==> src/sv/rhc_pkg.sv <==
`timescale 1ns / 1ps

package rhc_pkg;

  localparam int ChanW        = 8;
  localparam int PixW         = 3 * ChanW;
  localparam int FracW        = 16;
  localparam int HueW         = ChanW + 3;
  localparam int BitsPerStage = 2;
  localparam int DivStages    = FracW / BitsPerStage;

  localparam logic [FracW-1:0] SatMax = '1;

  typedef enum logic [2:0] {
    MaxRed   = 3'b001,
    MaxGreen = 3'b010,
    MaxBlue  = 3'b100
  } max_sel_t;

  typedef struct packed {
    logic [HueW-1:0]  hrem;
    logic [HueW-1:0]  hden;
    logic [FracW-1:0] hq;
    logic [ChanW-1:0] srem;
    logic [ChanW-1:0] sden;
    logic [FracW-1:0] sq;
    logic             sfull;
    logic             grey;
  } div_stage_t;

  // two restoring quotient bits for hue and saturation
  function automatic div_stage_t div_step(div_stage_t s);
    div_stage_t     o;
    logic [HueW:0]  ht;
    logic [ChanW:0] st;
    o = s;
    for (int i = 0; i < BitsPerStage; i++) begin
      ht = {o.hrem, 1'b0};
      st = {o.srem, 1'b0};
      if (ht >= {1'b0, o.hden}) begin
        o.hrem = HueW'(ht - {1'b0, o.hden});
        o.hq   = {o.hq[FracW-2:0], 1'b1};
      end else begin
        o.hrem = ht[HueW-1:0];
        o.hq   = {o.hq[FracW-2:0], 1'b0};
      end
      if (st >= {1'b0, o.sden}) begin
        o.srem = ChanW'(st - {1'b0, o.sden});
        o.sq   = {o.sq[FracW-2:0], 1'b1};
      end else begin
        o.srem = st[ChanW-1:0];
        o.sq   = {o.sq[FracW-2:0], 1'b0};
      end
    end
    return o;
  endfunction

endpackage

==> src/sv/rgb_to_hsv_converter_unit.sv <==
// result registers follow pix1, the r2/d2 stage, dv[0] and the divider stages
// throughput: one pixel per clock while no result is stalled, set by the eight two-bit divider stages
// a stalled result freezes the whole pipeline, so pixel_stall follows result_stall
// reset clears every stage valid bit and result_valid; data registers keep no reset
`timescale 1ns / 1ps

module rgb_to_hsv_converter_unit (
  input  logic                        clk,
  input  logic                        rst,
  input  logic                        pixel_valid,
  output logic                        pixel_stall,
  input  logic [rhc_pkg::PixW-1:0]    pixel_rgb,
  output logic                        result_valid,
  input  logic                        result_stall,
  output logic [rhc_pkg::FracW-1:0]   hue,
  output logic [rhc_pkg::FracW-1:0]   saturation,
  output logic [rhc_pkg::ChanW-1:0]   brightness
);
  import rhc_pkg::*;

  logic                ce;
  logic                v1;
  logic                v2;
  logic                dvv [0:DivStages];
  logic [PixW-1:0]     pix1;
  logic [ChanW-1:0]    r1, g1, b1;
  logic [ChanW-1:0]    hi1, lo1;
  max_sel_t            sel1;
  logic [ChanW-1:0]    r2, g2, b2;
  logic [ChanW-1:0]    hi2, d2;
  max_sel_t            sel2;
  logic [HueW-1:0]     d6;
  logic [HueW-1:0]     n;
  div_stage_t          dv0_next;
  div_stage_t          dv [0:DivStages];
  div_stage_t          last;
  logic [FracW-1:0]    hue_next;
  logic [FracW-1:0]    saturation_next;

  assign pixel_stall = result_valid & result_stall;
  assign ce          = ~pixel_stall;

  // max, min and winning channel
  always_comb begin
    r1 = pix1[PixW-1 -: ChanW];
    g1 = pix1[2*ChanW-1 -: ChanW];
    b1 = pix1[ChanW-1:0];
    if (r1 >= g1 && r1 >= b1) begin
      sel1 = MaxRed;
      hi1  = r1;
    end else if (g1 >= b1) begin
      sel1 = MaxGreen;
      hi1  = g1;
    end else begin
      sel1 = MaxBlue;
      hi1  = b1;
    end
    lo1 = (r1 < g1) ? r1 : g1;
    lo1 = (lo1 < b1) ? lo1 : b1;
  end

  // hue numerator in sector units and divider setup
  always_comb begin
    d6 = HueW'({d2, 2'b00}) + HueW'({d2, 1'b0});
    case (sel2)
      MaxRed: begin
        if (g2 >= b2) n = HueW'(g2) - HueW'(b2);
        else          n = d6 - (HueW'(b2) - HueW'(g2));
      end
      MaxGreen: n = HueW'(b2) + HueW'({d2, 1'b0}) - HueW'(r2);
      MaxBlue:  n = HueW'(r2) + HueW'({d2, 2'b00}) - HueW'(g2);
      default:  n = '0;
    endcase
    dv0_next.hrem  = n;
    dv0_next.hden  = d6;
    dv0_next.hq    = '0;
    dv0_next.sfull = (d2 >= hi2);
    dv0_next.srem  = dv0_next.sfull ? '0 : d2;
    dv0_next.sden  = hi2;
    dv0_next.sq    = '0;
    dv0_next.grey  = (d2 == '0);
  end

  assign last = dv[DivStages];

  always_comb begin
    hue_next = last.grey ? '0 : last.hq;
    if (last.sden == '0)  saturation_next = '0;
    else if (last.sfull)  saturation_next = SatMax;
    else                  saturation_next = last.sq;
  end

  always_ff @(posedge clk) begin
    if (rst) begin
      v1           <= 1'b0;
      v2           <= 1'b0;
      result_valid <= 1'b0;
      for (int k = 0; k <= DivStages; k++) dvv[k] <= 1'b0;
    end else if (ce) begin
      v1           <= pixel_valid;
      v2           <= v1;
      dvv[0]       <= v2;
      for (int k = 1; k <= DivStages; k++) dvv[k] <= dvv[k-1];
      result_valid <= dvv[DivStages];
    end
  end

  always_ff @(posedge clk) begin
    if (ce) begin
      pix1  <= pixel_rgb;
      r2    <= r1;
      g2    <= g1;
      b2    <= b1;
      hi2   <= hi1;
      d2    <= hi1 - lo1;
      sel2  <= sel1;
      dv[0] <= dv0_next;
      for (int k = 1; k <= DivStages; k++) dv[k] <= div_step(dv[k-1]);
      hue        <= hue_next;
      saturation <= saturation_next;
      brightness <= last.sden;
    end
  end

endmodule

==> config.mk <==
export PLATFORM = sky130hd
export DESIGN_NAME = rgb_to_hsv_converter_unit
export DESIGN_NICKNAME = d
export VERILOG_FILES = /design/src/sv/rhc_pkg.sv /design/src/sv/rgb_to_hsv_converter_unit.sv
export SDC_FILE = /design/constraint.sdc
export NUM_CORES = 2
export LEC_CHECK = 0
export BUFFER_PORTS_ARGS = -buffer_cell sky130_fd_sc_hd__buf_2
export CORE_UTILIZATION = 69
export DETAILED_ROUTE_END_ITERATION = 10
export PLACE_DENSITY_LB_ADDON = 0.15
export SLEW_MARGIN = 10
export SYNTH_ARGS = -nofsm -noshare
export SYNTH_HDL_FRONTEND = slang
export SYNTH_SLANG_ARGS = --single-unit
==> constraint.sdc <==
create_clock -name clk -period 34.8 [get_ports clk]
set_clock_uncertainty 0.2 [all_clocks]
set_input_delay 5.22 -clock clk [delete_from_list [all_inputs] [get_ports clk]]
set_output_delay 5.22 -clock clk [all_outputs]
set_load 0.05 [all_outputs]
==> impl_metrics.toml <==
[hold_path]
min_path_cells = 0
min_path_type = "reg -> reg"

[critical_path]
crit_fanout = 63
reg2reg_depth = 22
startpoint_type = "primary input"
worstPathRequired_ns = 29.38
worstSetupPathType = "in -> out"
critPathArrivalTime_ns = 6.44
endpoint_kind = "primary output"

[timing]
finalCritPeriodShare_pct = 34.1
period_minus_slack_ns = 11.86
fin_ws_ns = 22.94
rsz0062_at_grt = "no"
relSlewSlack_pct = 24.4
hold_viol_final = 0
setup-tns-final_ns = 0
drv_slew = 0
max_freq_mhz = 84.3
tightest_slew_ns = 1.13
finalSetupViolations = 0

[clocking]
worst_skew_pair.late_latency_ns = 0.64
cts_buffer_depth = 3
cts-htree-levels = 2
post_cts_buffers = 0
cts_resized = 0
cts_made_buffers = 58
root_buffer = "clkbuf_16"
clkTransAtPathRegs_ns = 0.06
cts_tree = "yes"
cts-hold-fix-buffers = 0
cts_sinks = 578

[logic_synthesis]
synthCells = 3175
ys_seq_area_share_pct = 47.6
yosys.area.top_type = "edfxtp_1"
synth_cell_type_count = 79
synth_top_family_by_area = "adder cells"
synth-compound-area-share_pct = 13.6
synth_edf_count = 575
synth.most_common_cell = "edfxtp_1"
ys.warnings.count = 0
synth-main-ff-cell = "edfxtp_1"
async_reset_ff_share_pct = 0
synth_nets = 3618
yosys-top-cells-count = "edfxtp_1, ha_1, inv_1"
synthesis.area_sq_um = 36400
synth_top_cell_area_share_pct = 47.5
synth_xor_area_share_pct = 5.18
yosys.area_share.simple_pct = 8.81
avgSynthCellArea_sq_um = 11.5
synth_mux_area_share_pct = 5.91
ys_seq_elements = 578
synthAdderAreaFrac_pct = 15.0
ys_top_cells_by_area = "edfxtp_1, ha_1, mux2_2, xnor2_1, inv_1"

[job]
cap_viol_max_count = 0

[drt]
drt_iter0_markers = 1751
routedWlPerCell_um = 19.6
vias = 24600
drc = 0
drtAntennaViolNets = 0
dr.pass1.iters = 7
drt_wl_total_um = 78600
vias_per_cell = 6.14

[grt]
grt_remaining_overflow = 0
grtUsageTotal_pct = 29.5
antenna_found_initial = 0
grt_pass1_wl_um = 126000
grt_max_degree = 185
grt_pass1_vias = 25100

[die]
ios = 70
die_h_um = 232
rows = 83
dieArea_sq_um = 53600
start_util_pct = 70.3
core_sq_um = 51700
die_w_um = 232

[placed_design]
place_hpwl_um = 59600
gp_congestion = 0.967
pre_cts_slack_ns = 22.91
port_buffers = 69

[layout]
fin_nets = 3722
syn2layout_area_growth_pct = 8.46
final_layout_size_suffix_gt1_share_pct = 11.1
fillers = 3336
antenna_cells = 0

[status]
status = "finished clean"
metrics by stage:
step / hold slack, ns / utilization, % / cells / instance area [sq um]
after global placement: 0.201 / 72.6 / 3899 / 37500
final: 0.213 / 76.3 / 4006 / 39500
after global routing: 0.218 / 76.3 / 4006 / 39500
after CTS: 0.213 / 76.3 / 4006 / 39500
after floorplan: 0.200 / - / 3175 / 36400
after detailed placement: 0.205 / 72.6 / 3899 / 37500
sequential cells by signal, indices dropped and copies added, names as in the netlist, 3 cells and up:
signal and count:
dv 459, pix1 24, hue 16, saturation 16, dvv 9, b2 8
brightness 8, d2 8, g2 8, hi2 8, r2 8, sel2 3
cell usage in the layout, fill, tap and decap left out, types with 11 or more instances in the layout:
master and n:
o31ai_1 12, edfxtp_1 575, or2_2 20, a31oi_1 14, mux2i_1 37, buf_2 69, and2_1 32, inv_1 338
nor2_1 203, clkinv_1 12, nand3_1 25, nor2b_1 71, clkbuf_16 58, clkbuf_1 13, nand2b_1 37, o21ai_0 159
xnor2_1 153, nor4_1 15, o211ai_1 11, fa_1 37, nand2_1 128, nand4_1 35, o21bai_1 32, nor3_1 38
mux2_2 158, o21a_1 70, a21o_1 106, ha_1 378, xor2_1 62, a211oi_1 13, a21oi_1 205
final timing paths:
| kind | slack [ns] | from | endpoint |
|---|---|---|---|
| min reg2reg | 0.21 | dv[0][149] | dv[0][223] |
| min | 0.21 | dv[0][149] | dv[0][223] |
| max | 22.94 | result_stall | pixel_stall |
| max reg2reg | 28.32 | pix1[17] | d2[7] |
cell families (layout without fill, tap and decap cells):
| family | count (synthesis) | count (layout) |
|---|---|---|
| adders and majority gates | 415 | 415 |
| DFF | 578 | 578 |
| xor gates and xnor gates | 215 | 215 |
| AOI/OAI and AO/OA | 750 | 750 |
| buffers and inverters | 374 | 525 |
| muxes | 195 | 195 |
| and+or+nand+nor | 648 | 648 |
worst max-delay path, cell delays in order:
cell	delay, ns
buf_2	0.11
nand2_4	0.60
inv_1	0.23
buf_2	0.28
per-layer routing:
metal,vias to the layer above,share of wire [%],global-route usage (%)
met5,-,0,0
met4,0,4.0,12.2
met2,715,52,54.5
li1,11900,-,-
met1,11800,41,34.7
met3,191,4.0,3.14
layout make-up:
class	count	area, sq um	share of cell area, %
clock buffers	71	1500	3.80
clock inverters	36	407	1.03
inverters	338	1270	3.22
multi-input cells	2223	17600	44.7
flip-flops and latches	578	17300	43.9
well taps	680	851	2.16
repair buffers	80	453	1.15
Power is not shown: default switching activity piles up to over one toggle a cycle in this logic, so the estimate is an artifact.
